--- src/rtl/dtt_pkg.sv ---
`timescale 1ns / 1ps

package dtt_pkg;

  typedef enum logic [1:0] {
    MODE_TICK  = 2'd0,
    MODE_READ  = 2'd1,
    MODE_WRITE = 2'd2,
    MODE_NONE  = 2'd3
  } mode_e;

  typedef enum logic [1:0] {
    REG_DIV    = 2'd0,
    REG_COUNT  = 2'd1,
    REG_RELOAD = 2'd2,
    REG_CTRL   = 2'd3
  } reg_idx_e;

  localparam int unsigned DataW    = 8;
  localparam int unsigned CyclesW  = 8;
  localparam int unsigned SubW     = 9;
  localparam int unsigned CdownW   = 12;
  localparam int unsigned EnableBit = 2;

  localparam logic [DataW-1:0]  DivReset   = 8'hAC;
  localparam logic [DataW-1:0]  CounterMax = 8'hFF;
  localparam logic [CdownW-1:0] CdownReset = 12'd1024;

  typedef struct packed {
    mode_e                mode;
    reg_idx_e             reg_index;
    logic [DataW-1:0]     write_data;
    logic [CyclesW-1:0]   elapsed_cycles;
  } in_item_t;

  // countdown period selected by the rate bits
  function automatic logic [CdownW-1:0] period_of(input logic [1:0] rate);
    logic [CdownW-1:0] p;
    case (rate)
      2'd0:    p = 12'd1024;
      2'd1:    p = 12'd16;
      2'd2:    p = 12'd64;
      default: p = 12'd256;
    endcase
    return p;
  endfunction

endpackage

--- src/rtl/dtt_if.sv ---
`timescale 1ns / 1ps

interface dtt_in_if;
  logic       valid;
  logic       ready;
  logic [1:0] mode;
  logic [1:0] reg_index;
  logic [7:0] write_data;
  logic [7:0] elapsed_cycles;

  modport source (output valid, output mode, output reg_index, output write_data,
                  output elapsed_cycles, input ready);
  modport sink   (input valid, input mode, input reg_index, input write_data,
                  input elapsed_cycles, output ready);
endinterface

interface dtt_out_if;
  logic       valid;
  logic       ready;
  logic [7:0] read_data;
  logic       timer_irq;

  modport source (output valid, output read_data, output timer_irq, input ready);
  modport sink   (input valid, input read_data, input timer_irq, output ready);
endinterface

--- src/rtl/divider_and_tick_timer.sv ---
`timescale 1ns / 1ps
// path from an input transfer to its result transfer:
// one input register, one result register
// throughput: one item per cycle while the output is not stalled; the only loop is
// the timer state update, done combinationally between input and result registers
// reset: divider 0xac, countdown 1024, other timer registers and both valids cleared
module divider_and_tick_timer (
  input  logic      clk_i,
  input  logic      rst_ni,
  dtt_in_if.sink    in_i,
  dtt_out_if.source out_o
);
  import dtt_pkg::*;

  // input stage
  logic     in_vld_q;
  in_item_t in_q;
  logic     advance;

  // timer state
  logic [DataW-1:0]  div_q, div_d;
  logic [SubW-1:0]   sub_q, sub_d;
  logic [DataW-1:0]  cnt_q, cnt_d;
  logic [DataW-1:0]  reload_q, reload_d;
  logic [DataW-1:0]  ctrl_q, ctrl_d;
  logic [CdownW-1:0] cdown_q, cdown_d;

  // result stage
  logic             out_vld_q;
  logic [DataW-1:0] rd_q, rd_d;
  logic             irq_q, irq_d;

  logic [SubW-1:0]   sub_sum;
  logic [CdownW-1:0] cdown_diff;

  assign advance  = in_vld_q && (!out_vld_q || out_o.ready);
  assign in_i.ready = !in_vld_q || advance;

  always_ff @(posedge clk_i or negedge rst_ni) begin
    if (!rst_ni) begin
      in_vld_q <= 1'b0;
    end else if (in_i.ready) begin
      in_vld_q <= in_i.valid;
    end
  end

  always_ff @(posedge clk_i) begin
    if (in_i.valid && in_i.ready) begin
      in_q.mode           <= mode_e'(in_i.mode);
      in_q.reg_index      <= reg_idx_e'(in_i.reg_index);
      in_q.write_data     <= in_i.write_data;
      in_q.elapsed_cycles <= in_i.elapsed_cycles;
    end
  end

  assign sub_sum    = sub_q + SubW'(in_q.elapsed_cycles);
  assign cdown_diff = cdown_q - CdownW'(in_q.elapsed_cycles);

  always_comb begin
    div_d    = div_q;
    sub_d    = sub_q;
    cnt_d    = cnt_q;
    reload_d = reload_q;
    ctrl_d   = ctrl_q;
    cdown_d  = cdown_q;
    rd_d     = '0;
    irq_d    = 1'b0;
    case (in_q.mode)
      MODE_TICK: begin
        if (sub_sum[SubW-1]) begin
          sub_d = '0;
          div_d = div_q + 8'd1;
        end else begin
          sub_d = sub_sum;
        end
        if (ctrl_q[EnableBit]) begin
          // countdown hit zero or went negative
          if (cdown_diff[CdownW-1] || cdown_diff == '0) begin
            cdown_d = period_of(ctrl_q[1:0]);
            if (cnt_q == CounterMax) begin
              cnt_d = reload_q;
              irq_d = 1'b1;
            end else begin
              cnt_d = cnt_q + 8'd1;
            end
          end else begin
            cdown_d = cdown_diff;
          end
        end
      end
      MODE_READ: begin
        case (in_q.reg_index)
          REG_DIV:    rd_d = div_q;
          REG_COUNT:  rd_d = cnt_q;
          REG_RELOAD: rd_d = reload_q;
          default:    rd_d = ctrl_q;
        endcase
      end
      MODE_WRITE: begin
        case (in_q.reg_index)
          REG_DIV: begin
            div_d = '0;
            sub_d = '0;
          end
          REG_COUNT:  cnt_d    = in_q.write_data;
          REG_RELOAD: reload_d = in_q.write_data;
          default: begin
            ctrl_d = in_q.write_data;
            if (in_q.write_data[1:0] != ctrl_q[1:0]) begin
              cdown_d = period_of(in_q.write_data[1:0]);
            end
          end
        endcase
      end
      default: ;
    endcase
  end

  always_ff @(posedge clk_i or negedge rst_ni) begin
    if (!rst_ni) begin
      div_q    <= DivReset;
      sub_q    <= '0;
      cnt_q    <= '0;
      reload_q <= '0;
      ctrl_q   <= '0;
      cdown_q  <= CdownReset;
    end else if (advance) begin
      div_q    <= div_d;
      sub_q    <= sub_d;
      cnt_q    <= cnt_d;
      reload_q <= reload_d;
      ctrl_q   <= ctrl_d;
      cdown_q  <= cdown_d;
    end
  end

  always_ff @(posedge clk_i or negedge rst_ni) begin
    if (!rst_ni) begin
      out_vld_q <= 1'b0;
    end else if (advance) begin
      out_vld_q <= 1'b1;
    end else if (out_o.ready) begin
      out_vld_q <= 1'b0;
    end
  end

  always_ff @(posedge clk_i) begin
    if (advance) begin
      rd_q  <= rd_d;
      irq_q <= irq_d;
    end
  end

  assign out_o.valid     = out_vld_q;
  assign out_o.read_data = rd_q;
  assign out_o.timer_irq = irq_q;

  // an interrupt result never carries read data
  assert property (@(posedge clk_i) disable iff (!rst_ni)
    out_vld_q && irq_q |-> rd_q == '0)
    else $error("irq result with nonzero read data");

  // the sub-counter always wraps before reaching 256
  assert property (@(posedge clk_i) disable iff (!rst_ni)
    !sub_q[SubW-1])
    else $error("sub-counter out of range");

  // the stored countdown is always a positive period remainder
  assert property (@(posedge clk_i) disable iff (!rst_ni)
    !cdown_q[CdownW-1] && cdown_q != '0 && cdown_q <= CdownReset)
    else $error("countdown out of range");

  // an overflow reloads the counter from the reload register
  assert property (@(posedge clk_i) disable iff (!rst_ni)
    advance && irq_d |=> cnt_q == $past(reload_q))
    else $error("counter not reloaded on overflow");

endmodule
--- src/flat_wrapper.sv ---
// flat-port wrapper written by rule: the top's interface ports become plain ports
module divider_and_tick_timer_flat import dtt_pkg::*;
  (clk_i, rst_ni, in_i_valid, in_i_mode, in_i_reg_index, in_i_write_data, in_i_elapsed_cycles, in_i_ready, out_o_valid, out_o_read_data, out_o_timer_irq, out_o_ready);
  dtt_in_if in_i_i ();
  dtt_out_if out_o_i ();
  input  logic clk_i;
  input  logic rst_ni;
  input wire logic [$bits(in_i_i.valid)-1:0] in_i_valid;
  input wire logic [$bits(in_i_i.mode)-1:0] in_i_mode;
  input wire logic [$bits(in_i_i.reg_index)-1:0] in_i_reg_index;
  input wire logic [$bits(in_i_i.write_data)-1:0] in_i_write_data;
  input wire logic [$bits(in_i_i.elapsed_cycles)-1:0] in_i_elapsed_cycles;
  output wire logic [$bits(in_i_i.ready)-1:0] in_i_ready;
  output wire logic [$bits(out_o_i.valid)-1:0] out_o_valid;
  output wire logic [$bits(out_o_i.read_data)-1:0] out_o_read_data;
  output wire logic [$bits(out_o_i.timer_irq)-1:0] out_o_timer_irq;
  input wire logic [$bits(out_o_i.ready)-1:0] out_o_ready;
  assign in_i_i.valid = in_i_valid;
  assign in_i_i.mode = in_i_mode;
  assign in_i_i.reg_index = in_i_reg_index;
  assign in_i_i.write_data = in_i_write_data;
  assign in_i_i.elapsed_cycles = in_i_elapsed_cycles;
  assign in_i_ready = in_i_i.ready;
  assign out_o_valid = out_o_i.valid;
  assign out_o_read_data = out_o_i.read_data;
  assign out_o_timer_irq = out_o_i.timer_irq;
  assign out_o_i.ready = out_o_ready;
  divider_and_tick_timer u_core (.clk_i(clk_i), .rst_ni(rst_ni), .in_i(in_i_i), .out_o(out_o_i));
endmodule
--- config.mk ---
export PLATFORM = sky130hd
export DESIGN_NAME = divider_and_tick_timer_flat
export DESIGN_NICKNAME = d
export VERILOG_FILES = /design/src/rtl/dtt_pkg.sv /design/src/rtl/dtt_if.sv /design/src/rtl/divider_and_tick_timer.sv /design/src/flat_wrapper.sv
export SDC_FILE = /design/constraint.sdc
export NUM_CORES = 1
export LEC_CHECK = 0
export BUFFER_PORTS_ARGS = -buffer_cell sky130_fd_sc_hd__buf_2
export CAP_MARGIN = 10
export CORE_MARGIN = 2
export CORE_UTILIZATION = 45
export DETAILED_ROUTE_END_ITERATION = 8
export REMOVE_ABC_BUFFERS = 1
export SYNTH_ARGS = -nofsm -noshare
export SYNTH_HDL_FRONTEND = slang
export SYNTH_SLANG_ARGS = --single-unit
--- constraint.sdc ---
create_clock -name clk_i -period 2.4 [get_ports clk_i]
set_input_delay 0.24 -clock clk_i [delete_from_list [all_inputs] [get_ports clk_i]]
set_output_delay 0.24 -clock clk_i [all_outputs]
set_load 0.02 [all_outputs]
# Yosys cells after proc, flatten, opt, wreduce, memory -nomap -nowiden
# Index checks and enable logic that the tools add are counted.
classes:
  add_sub_neg: 4
  multipliers: 0
  n_div: 0
  order_cmp: 0
  n_eq_ne: 17
  shift: 0
  muxes: 22
  bitwise: 1
  reduce_logical: 22
op_table:
  columns: ["operator", "count"]
  rows:
  - ["$pmux 11 s3", 2]
  - ["$mux 8", 7]
  - ["$mux 12", 4]
  - ["$pmux 8 s2", 2]
  - ["$pmux 12 s2", 1]
  - ["$pmux 8 s3", 1]
  - ["$pmux 9 s2", 1]
  - ["$add 8x1->8 const B", 2]
  - ["$logic_not 12->1", 1]
  - ["$ne 2x1->1 const B", 6]
  - ["$reduce_and 3->1", 4]
  - ["$sub 12x8->12", 1]
  - ["$reduce_and 5->1", 2]
  - ["$add 9x8->9", 1]
  - ["$mux 9", 1]
  - ["$eq 2x1->1 const B", 4]
  - ["$eq 2x2->1 const B", 4]
  - ["$eq 8x8->1 const B", 1]
  - ["$logic_not 2->1", 4]
  - ["$reduce_and 4->1", 1]
  - ["$reduce_bool 2->1", 2]
  - ["$logic_or 1x1->1", 3]
  - ["$mux 1", 3]
  - ["$reduce_or 3->1", 1]
  - ["5 further kinds", 7]
totals:
  ff_bits: 84
  latch_bits: 0
  ram_bits: 0
  rom_bits: 0
  inputBits: 24
  out_inout_bits: 11
  elab_cells: 80
  mem_count: 0

# Depth between registers and ports, before layout
# Gate-level depths: netlist of run 1.
logic_depth:
  ltp_word: 6
  mapped_depth: 13
  depth_no_buf: 12

# Worst setup path before layout of run 1
# Ideal clock, no wire load.
synth_timing:
  kind: "register to register"
  start: "reg u_core.in_q[0] (netlist name)"
  end: "reg u_core.div_q[0]"
  setup_ns: 0.118
  arrival_ns: 2.561
  setup_slack_ns: -0.279
  stages_incl_launch_ff: 12
  path_buffers: 1
  cell_sequence: "edfxtp_1 > ha_1 > fa_1 > a21o_1 > a21oi_1 > o21bai_1 > a21oi_1 > o21bai_1 > a2111oi_4 > buf_2 > nor4_1 > a21o_1"
synth_via:
  elab_chain_len: 3
synth_lines:
  columns: ["item", "line_no", "text"]
  rows:
  - ["from (decl)", "divider_and_tick_timer.sv:17", "in_item_t in_q;"]
  - ["$add 9x8->9", "divider_and_tick_timer.sv:56", "assign sub_sum = sub_q + SubW'(in_q.elapsed_cycles);"]
  - ["$ne 2x1->1 (no line)", null, null]
  - ["$reduce_and 4->1 (no line)", null, null]
  - ["to (signal assigned)", "divider_and_tick_timer.sv:121", "div_q <= DivReset;"]
  - ["to (signal assigned)", "divider_and_tick_timer.sv:128", "div_q <= div_d;"]
  - ["to (decl)", "divider_and_tick_timer.sv:21", "logic [DataW-1:0] div_q, div_d;"]
# Every way passes these cells.
# A chain may end at the register's enable or synchronous reset.

# Worst setup path after layout of run 1
layout_timing:
  start: "reg u_core.in_q[0] (netlist name)"
  end: "reg u_core.cnt_q[0]"
layout_via:
  elab_chain_len: 5
layout_lines:
  columns: ["item", "line_no", "text"]
  rows:
  - ["$sub 12x8->12 *", "divider_and_tick_timer.sv:57", "assign cdown_diff = cdown_q - CdownW'(in_q.elapsed_cycles);"]
  - ["$logic_not 12->1", "divider_and_tick_timer.sv:78", "if (cdown_diff[CdownW-1] || cdown_diff == '0) begin"]
  - ["$logic_or 1x1->1 *", "divider_and_tick_timer.sv:78", null]
  - ["$ne 2x1->1 (no line) *", null, null]
  - ["$reduce_and 5->1 (no line) *", null, null]
  - ["to (signal assigned)", "divider_and_tick_timer.sv:130", "cnt_q <= cnt_d;"]
  - ["to (decl)", "divider_and_tick_timer.sv:23", "logic [DataW-1:0] cnt_q, cnt_d;"]
# Mark *: on every way between the ends. The rest lies on a longest branch, timed or not.

==> results of run 1 <==
-- worst max-delay path: stages, from the launching register on --
cell and delay [ps]:
edfxtp_1 420, ha_2 200, buf_4 130, nand3b_1 220
a211oi_4 370, buf_4 190, o41ai_1 50, nor3b_2 150
and4_4 200, o31ai_4 350, mux2i_1 240, a21oi_1 60
-- cell families (layout without fill, tap and decap cells) --
group | Yosys count | in the layout | share of synthesized area [%]
buffers and inverters | 33 | 156 | 3.10
adder cells (fa/ha/maj) | 20 | 20 | 5.72
multiplexers | 27 | 27 | 8.42
flip-flops | 83 | 83 | 48.0
AO/OA/AOI/OAI | 102 | 102 | 16.3
AND/OR/NAND/NOR | 128 | 128 | 15.2
XOR/XNOR | 17 | 17 | 3.21
-- per-stage QoR --
stage / instance area [um^2] / total power [uW] / setup WS (ps)
2_1_floorplan: 4570 / 3690 / -426
3_3_place_gp: 5400 / 4590 / -543
3_5_place_dp: 5400 / 4660 / -559
4_1_cts: 6090 / 6520 / -295
5_1_grt: 6170 / 7040 / -455
6_report: 6170 / 6640 / -328
-- layer usage --
layer | wire length (um) | GRT usage [%] | vias up
met3 | 640 | 4.70 | 16
li1 | - | - | 1763
met5 | 0 | 0 | -
met4 | 170 | 6.86 | 0
met1 | 5610 | 32.3 | 1835
met2 | 5350 | 33.2 | 89
-- sequential cells by signal, summed over array words and instances, names as in the netlist, 8 cells and up --
signal and count:
u_core.ctrl_q 8, u_core.sub_q 8, u_core.in_q 20, u_core.cnt_q 8, u_core.div_q 8, u_core.out_o.read_data 8
u_core.cdown_q 12, u_core.reload_q 8
-- path summary, 6_finish.rpt --
| path | slack (ps) | endpoint | cells past startpoint |
|---|---|---|---|
| min in group asynchronous | 410 | u_core.cdown_q[4] | 3 |
| worst max-delay path | -330 | u_core.cnt_q[0] | 11 |
| max in group asynchronous | 1680 | u_core.div_q[3] | 3 |
| worst min-delay path | 50 | u_core.in_q[15] | 1 |
| worst max register to register | -330 | u_core.cnt_q[0] | 11 |
| worst min register to register | 490 | u_core.div_q[7] | 2 |
-- layout by cell type, fill, tap and decap left out, types with 10 or more instances in the layout --
cell type and instances:
o21ai_0 10, nand3_1 10, inv_1 16, nand2_1 27, ha_1 10, buf_4 78, dfrtp_1 49, nor2b_1 11
a22o_1 12, buf_2 34, a21oi_1 22, nor2_1 19, edfxtp_1 29, mux2_2 16
-- area by class of cell --
class	instances	area, um^2
multi-input cells	294	2580
well taps	136	170
fillers	812	4010
clock buffers	10	128
inverters	20	75.1
flip-flops and latches	83	2230
repair buffers	120	857
clock inverters	6	138
-- repair_timing --
item,4_1_cts,5_1_grt
pin swaps,29,13
hold buffers,1,0
hold endpoints to repair,49,0
resized for setup,60,13
gates cloned,1,0
setup endpoints to repair,34,36
buffers inserted,18,4
-- report_power, final --
part           switching [uW]  internal [uW]
sequential                372           1830
combinational            1400           1720
clock                     522            801
==> results.sh, run 1 <==
export IMPL_outcome="complete, but fails checks"
export IMPL_violations="setup timing"
export IMPL_cts_clk_slew_worst_paths_ps=90
export IMPL_vias=3703
export IMPL_yosysWarnings=0
export IMPL_synth_edf_count=29
export IMPL_synth_top_area_share_pct=26.4
export IMPL_nNetsFinal=572
export IMPL_synth_ff_type="dfrtp_1"
export IMPL_drt_antenna_violating_nets=0
export IMPL_place_congestion=0.827
export IMPL_path_max_fanout=6
export IMPL_grt_max_degree=55
export IMPL_setup_violations_final=34
export IMPL_p_leak_uw=0.00262
export IMPL_reg2reg_from="u_core.in_q[0]"
export IMPL_clk_latency_ps=360
export IMPL_synth_avg_cell_area_um2=11.3
export IMPL_synth_seq_cells=83
export IMPL_tightest_slew_ps=483
export IMPL_fin_ws_ps=-328
export IMPL_drt_initial_drc_count=200
export IMPL_port_buffers=34
export IMPL_cp_arrival_ps=2960
export IMPL_grt_pass1_vias=3785
export IMPL_startpoint_type="register"
export IMPL_area_growth_pct=33.1
export IMPL_synthArstFlopShare_pct=65.1
export IMPL_drc_errors=0
export IMPL_vdd_drop_max_v=0.000529
export IMPL_cts_sinks=83
export IMPL_holdWs_ps=49.7
export IMPL_min_period_over_period_pct=114
export IMPL_yosysUniqueCellTypes=65
export IMPL_cts_max_level=3
export IMPL_cts_max_path_buffers=2
export IMPL_hp_class="input port to register"
export IMPL_grt_use_total_pct=22.2
export IMPL_p_per_area_mw_per_mm2=1070
export IMPL_max_slew_margin_pct=67.7
export IMPL_synth_cells=410
export IMPL_cap_viol_max_count=0
export IMPL_critPathKind="register to register"
export IMPL_syn_cell_area_mm2=0.00464
export IMPL_chipWidth_um=106
export IMPL_startpoint="u_core.in_q[0]"
export IMPL_period_needed_ps=2730
export IMPL_drt_first_pass_iters=5
export IMPL_cts_buffers=9
export IMPL_min_delay_start="in_i_write_data[7]"
export IMPL_ys_top_cells_by_count="dfrtp_1, edfxtp_1, a21oi_1, nand2_1"
export IMPL_synth_area_leaders="dfrtp_1, edfxtp_1, ha_1, mux2_2, mux4_2"
export IMPL_required_ps=2630
export IMPL_finalNonFillerCells=669
export IMPL_ios=35
export IMPL_initial_utilization_pct=45.5
export IMPL_dp_hpwl_um=8060
export IMPL_fin_worst_skew_ps=13.0
export IMPL_rsz0062_at_grt="true"
export IMPL_fp_dieH_um=106
export IMPL_grt_antenna_before_repair=0
export IMPL_ys_seq_area_share_pct=48.0
export IMPL_viasPerCell=5.54
export IMPL_post_route_util_pct=60.6
export IMPL_final_setup_tns_ps=-7960
export IMPL_dieArea_mm2=0.0111
export IMPL_rows=37
export IMPL_wl_per_cell_um=17.6
export IMPL_synth_most_common_cell="dfrtp_1"
export IMPL_routed_wl_um=11800
export IMPL_synth_top_area_cell="dfrtp_1"
export IMPL_core_mm2=0.0102
export IMPL_fmax_mhz=367
export IMPL_dp_cells=630
export IMPL_hold_viol_final=0
export IMPL_cts_tree="done"
export IMPL_grt_pass1_wl_um=19400
export IMPL_drive_gt1_share_pct=41.8
export IMPL_diodes=0
export IMPL_finalMaxSlewViolations=0
export IMPL_end_kind="register"
export IMPL_grt_ovfl_total=0
export IMPL_cts_root_buffer="clkbuf_8"
No activity file was read; power rests on OpenSTA's default activity.
==> run 2, diff against run 1 <==
--- a/config.mk
+++ b/config.mk
@@ -5,6 +5,7 @@
 export SDC_FILE = /design/constraint.sdc
 export NUM_CORES = 1
 export LEC_CHECK = 0
+export ABC_CLOCK_PERIOD_IN_PS = 3500
 export BUFFER_PORTS_ARGS = -buffer_cell sky130_fd_sc_hd__buf_2
 export CAP_MARGIN = 10
 export CORE_MARGIN = 2
==> constraint.sdc (replaced) <==
create_clock -name clk_i -period 3.5 [get_ports clk_i]
set_input_delay 0.35 -clock clk_i [delete_from_list [all_inputs] [get_ports clk_i]]
set_output_delay 0.35 -clock clk_i [all_outputs]
set_load 0.02 [all_outputs]
==> run 2 against run 1 <==
Net effect: clock skew up 2.4 ps; total power down 47%; fmax shrank 8.8%; die area stayed put; global-route usage is 2.9 points lower; via count is 10% lower; setup slack improved by 840 ps; the flow now finishes without violations; non-clock buffer count shrank 78; highest routed layer unchanged; critical path depth decreased by 1.
==> results.sh, run 2 (synthesis gave the netlist of run 1 again) <==
export IMPL_min_period_over_period_pct=85.5
export IMPL_critPathKind="register to register"
export IMPL_seq_area_mm2=0.00223
export IMPL_critPathMaxStageDelay_ps=430
export IMPL_grt_ovfl_total=0
export IMPL_wl_per_cell_um=17.1
export IMPL_finalMaxSlewViolations=0
export IMPL_largest_register="u_core.in_q"
export IMPL_drive_gt1_share_pct=22.2
export IMPL_drc_errors=0
export IMPL_cap_viol_max_count=0
export IMPL_path_max_fanout=8
export IMPL_max_slew_margin_pct=37.7
export IMPL_largest_register_ffs=20
export IMPL_dp_cells=575
export IMPL_rsz0062_at_grt="false"
export IMPL_most_common_layout_cells="dfrtp_1, buf_2, edfxtp_1"
export IMPL_p_seq_share_pct=42.7
export IMPL_port_buffers=34
export IMPL_grt_max_degree=37
export IMPL_initial_utilization_pct=45.5
export IMPL_hold_viol_final=0
export IMPL_grt_pass1_wl_um=16600
export IMPL_hp_class="input port to asynchronous set/reset pin"
export IMPL_cts_max_path_buffers=2
export IMPL_n_fill_cell=925
export IMPL_vdd_drop_max_v=0.000323
export IMPL_cts_sinks=83
export IMPL_drt_first_pass_iters=4
export IMPL_ios=35
export IMPL_cts_max_level=3
export IMPL_outcome="finished, final reports clean"
export IMPL_p_clk_share_pct=17.7
export IMPL_period_needed_ps=2990
export IMPL_p_sw_uw=1320
export IMPL_p_per_area_mw_per_mm2=678
export IMPL_ctsHoldBuffers=0
export IMPL_required_ps=3790
export IMPL_routed_wl_um=10100
export IMPL_cts_tree="done"
export IMPL_grt_antenna_before_repair=0
export IMPL_cts_root_buffer="clkbuf_8"
export IMPL_final_setup_tns_ps=0
export IMPL_grt_pass1_vias=3241
export IMPL_end_kind="register"
export IMPL_dieArea_mm2=0.0111
export IMPL_p_int_uw=2170
export IMPL_chipWidth_um=106
export IMPL_fin_worst_skew_ps=15.4
export IMPL_critPathSlowestCell="edfxtp_1"
export IMPL_tightest_slew_ps=935
export IMPL_worstPathCellList="ha_1 > fa_1 > a21o_1 > a21oi_1 > o21bai_1 > a21oi_1 > o21bai_1 > a2111oi_4 > and2_1 > a22o_1"
export IMPL_fp_dieH_um=106
export IMPL_viasPerCell=5.64
export IMPL_area_growth_pct=10.8
export IMPL_dp_hpwl_um=7500
export IMPL_p_sw_share_pct=37.8
export IMPL_reg_largest_list="u_core.in_q (20), u_core.cdown_q (12)"
export IMPL_drt_antenna_violating_nets=0
export IMPL_cts_clk_slew_worst_paths_ps=90
export IMPL_grt_use_total_pct=19.3
export IMPL_multi_input_area_mm2=0.00227
export IMPL_rows=37
export IMPL_core_mm2=0.0102
export IMPL_post_cts_buffers=0
export IMPL_p_leak_uw=0.00213
export IMPL_setup_violations_final=0
export IMPL_place_congestion=0.896
export IMPL_finalNonFillerCells=591
export IMPL_startpoint_type="register"
export IMPL_drt_initial_drc_count=159
export IMPL_nNetsFinal=494
export IMPL_p_comb_share_pct=39.5
export IMPL_vias=3334
export IMPL_cp_arrival_ps=3280
export IMPL_fmax_mhz=334
export IMPL_final_common_cell="dfrtp_1"
export IMPL_cts_buffers=9
export IMPL_diodes=0
export IMPL_cts_resized=0
export IMPL_clk_latency_ps=360
export IMPL_holdWs_ps=98.0
[run 2: worst paths after layout]
check,start,to,slack (ps),depth (start not counted)
max,u_core.in_q[0],u_core.sub_q[3],510,10
min,rst_ni,u_core.reload_q[7],100,1
max reg2reg,u_core.in_q[0],u_core.sub_q[3],510,10
min reg2reg,u_core.div_q[7],u_core.div_q[7],500,2
max in group asynchronous,rst_ni,u_core.div_q[2],2550,2
min in group clk_i,in_i_reg_index[1],u_core.in_q[17],160,1
[run 2: critical path, delay by kind of cell (launching register included)]
family | cells | cell delay, ps
simple gates | 1 | 370
fa+ha+maj | 2 | 660
compound gates | 7 | 1460
flops | 1 | 430
[run 2: layer usage]
metal / global-route usage [%] / wire length (um) / vias to the layer above
met3: 4.27 / 391 / 10
li1: - / - / 1612
met1: 29.0 / 5100 / 1651
met4: 5.45 / 108 / 0
met5: 0 / 0 / -
met2: 28.0 / 4490 / 61
[run 2: final cells by class]
class                           instances  area share [%]
Clock inverter                          5           0.584
Inverter                               20            1.46
Multi-Input combinational cell        294            44.1
Sequential cell                        83            43.3
Timing Repair Buffer                   42            4.48
Tap cell                              136            3.31
Clock buffer                           11            2.75
[run 2: power by group through the flow]
stage          registers [uW]  logic [uW]  clock network (uW)
4_1_cts                  1490        1380                 637
3_3_place_gp             1500        1340                   0
3_5_place_dp             1500        1370                   0
2_1_floorplan            1440        1090                   0
5_1_grt                  1530        1520                 686
6_report                 1490        1380                 619
[run 2: metrics by stage]
| stage | util, % | cell area [um^2] | power, uW | setup WS (ps) |
|---|---|---|---|---|
| global route | 50.5 | 5140 | 3740 | 327 |
| finish | 50.5 | 5140 | 3490 | 509 |
| CTS | 50.5 | 5140 | 3500 | 517 |
| floorplan | - | 4570 | 2530 | 674 |
| detailed placement | 48.8 | 4970 | 2870 | 547 |
| global placement | 48.8 | 4970 | 2840 | 601 |
==> run 3, diff against run 2 <==
--- a/config.mk
+++ b/config.mk
@@ -8,9 +8,9 @@
 export ABC_CLOCK_PERIOD_IN_PS = 3500
 export BUFFER_PORTS_ARGS = -buffer_cell sky130_fd_sc_hd__buf_2
 export CAP_MARGIN = 10
-export CORE_MARGIN = 2
 export CORE_UTILIZATION = 45
 export DETAILED_ROUTE_END_ITERATION = 8
+export PLACE_DENSITY_LB_ADDON = 0.08
 export REMOVE_ABC_BUFFERS = 1
 export SYNTH_ARGS = -nofsm -noshare
 export SYNTH_HDL_FRONTEND = slang
==> run 3 against run 2 <==
Net effect: via count fell by 0.39%; clock power grew 33%; global-route usage rose by 0.91 points; critical path type unchanged; largest cell class unchanged.
==> results.sh, run 3 (synthesis gave the netlist of run 1 again) <==
export IMPL_min_period_over_period_pct=87.0
export IMPL_cts_tree="done"
export IMPL_fin_ws_ps=453
export IMPL_largest_register_ffs=20
export IMPL_cts_clk_slew_worst_paths_ps=90
export IMPL_core_mm2=0.00986
export IMPL_drive_gt1_share_pct=21.8
export IMPL_dieArea_mm2=0.0107
export IMPL_wl_per_cell_um=17.2
export IMPL_cts_resized=0
export IMPL_p_per_area_mw_per_mm2=706
export IMPL_grt_use_total_pct=20.2
export IMPL_finalMaxSlewViolations=0
export IMPL_clk_latency_ps=360
export IMPL_cap_viol_max_count=0
export IMPL_rows=36
export IMPL_path_max_fanout=11
export IMPL_timing_critical_path_buf_inv=3
export IMPL_post_cts_buffers=0
export IMPL_initial_utilization_pct=47.0
export IMPL_finalPower_uw=3670
export IMPL_cts_max_level=3
export IMPL_grt_max_degree=55
export IMPL_hold_viol_final=0
export IMPL_cts_buffers=9
export IMPL_critPathKind="register to register"
export IMPL_period_needed_ps=3050
export IMPL_place_congestion=0.835
export IMPL_vias=3321
export IMPL_fp_dieH_um=104
export IMPL_startpoint_type="register"
export IMPL_final_setup_tns_ps=0
export IMPL_n_fill_cell=857
export IMPL_routed_wl_um=10100
export IMPL_cp_top_family="compound AO/OA/AOI/OAI gates"
export IMPL_cp_arrival_ps=3330
export IMPL_dp_slack_ps=532
export IMPL_final_common_cell="dfrtp_1"
export IMPL_hp_class="input port to asynchronous set/reset pin"
export IMPL_viasPerCell=5.66
export IMPL_max_slew_margin_pct=35.5
export IMPL_worstPathCellList="inv_1 > ha_1 > inv_1 > fa_1 > a21oi_1 > o221a_2 > xnor2_1 > nor4b_4 > and4_4 > o31ai_4 > buf_4 > nand2_1 > o21ai_1"
export IMPL_dp_hpwl_um=7220
export IMPL_tightest_slew_ps=967
export IMPL_drt_antenna_violating_nets=0
export IMPL_seq_area_mm2=0.00223
export IMPL_drt_first_pass_iters=4
export IMPL_p_leak_uw=0.00216
export IMPL_cts_max_path_buffers=2
export IMPL_diodes=0
export IMPL_multi_input_area_mm2=0.00227
export IMPL_grt_ovfl_total=0
export IMPL_nNetsFinal=493
export IMPL_chipWidth_um=104
export IMPL_grt_pass1_vias=3152
export IMPL_reg_largest_list="u_core.in_q (20), u_core.cdown_q (12)"
export IMPL_grt_pass1_wl_um=16600
export IMPL_drt_initial_drc_count=248
export IMPL_cts_root_buffer="clkbuf_8"
export IMPL_ios=35
export IMPL_cpMostUsedCell="inv_1"
export IMPL_critPathSlowestCell="o31ai_4"
export IMPL_vdd_drop_max_v=0.000276
export IMPL_rsz0062_at_grt="false"
export IMPL_most_common_layout_cells="dfrtp_1, buf_2, edfxtp_1"
export IMPL_port_buffers=34
export IMPL_grt_antenna_before_repair=0
export IMPL_ctsHoldBuffers=0
export IMPL_outcome="finished, final reports clean"
export IMPL_fmax_mhz=328
export IMPL_fin_worst_skew_ps=12.8
export IMPL_critPathMaxStageDelay_ps=480
export IMPL_area_growth_pct=12.0
export IMPL_end_kind="register"
export IMPL_cts_sinks=83
export IMPL_required_ps=3780
export IMPL_setup_violations_final=0
export IMPL_largest_register="u_core.in_q"
export IMPL_drc_errors=0
==> run 3: cell count changes in the layout (fill, tap and decap cells not counted) <==
cell / before / now
clkbuf_8: 10 / 9
clkinv_2: 3 / 1
buf_4: 8 / 7
clkinvlp_4: 2 / 0
clkinv_4: 0 / 1
bufinv_16: 0 / 3
clkbuf_1: 1 / 2
==> run 3: area by class of cell <==
| cell class | instances | share of cell area, % |
|---|---|---|
| well taps | 133 | 3.20 |
| clock inverters | 5 | 2.00 |
| flip-flops and latches | 83 | 42.9 |
| multi-input cells | 294 | 43.6 |
| repair buffers | 41 | 4.29 |
| inverters | 20 | 1.45 |
| clock buffers | 11 | 2.53 |
==> run 3: path summary, 6_finish.rpt <==
check / start / end / slack [ps] / cells after the start
max in group asynchronous: rst_ni / u_core.ctrl_q[0] / 2870 / 2
min in group clk_i: in_i_elapsed_cycles[5] / u_core.in_q[5] / 150 / 1
hold / removal: rst_ni / u_core.cdown_q[1] / 120 / 2
setup / recovery: u_core.cdown_q[0] / u_core.cnt_q[5] / 450 / 13
hold reg to reg: u_core.cdown_q[0] / u_core.cdown_q[0] / 500 / 2
setup reg to reg: u_core.cdown_q[0] / u_core.cnt_q[5] / 450 / 13
==> run 3: where the power goes <==
group	internal [uW]	total [uW]	switching [uW]
logic	639	1350	708
clock network	475	826	351
registers	1250	1500	244
==> run 3: worst register-to-register path, cell delays in order, from the launching register on <==
cell     delay [ps]
dfrtp_1         390
inv_1            60
ha_1            210
inv_1            70
fa_1            420
a21oi_1         210
o221a_2         270
xnor2_1         110
nor4b_4         160
and4_4          210
o31ai_4         480
buf_4           230
nand2_1          60
o21ai_1          80
==> run 3: stage by stage <==
| step | instances | hold WS, ps | util, % | instance area [um^2] |
|---|---|---|---|---|
| 3_5_place_dp | 571 | 479 | 50.3 | 4960 |
| 5_1_grt | 587 | 130 | 52.7 | 5190 |
| 2_1_floorplan | 397 | 54.4 | - | 4570 |
| 3_3_place_gp | 571 | 468 | 50.3 | 4960 |
| 4_1_cts | 587 | 139 | 52.7 | 5190 |
| 6_report | 587 | 121 | 52.7 | 5190 |
==> run 3: per-layer routing <==
layer	GRT usage [%]	vias to the layer above	share of wire (%)
li1	-	1616	-
met1	31.4	1616	52
met2	27.9	78	42
met3	3.59	11	4.3
met4	6.94	0	1.5
met5	0	-	0
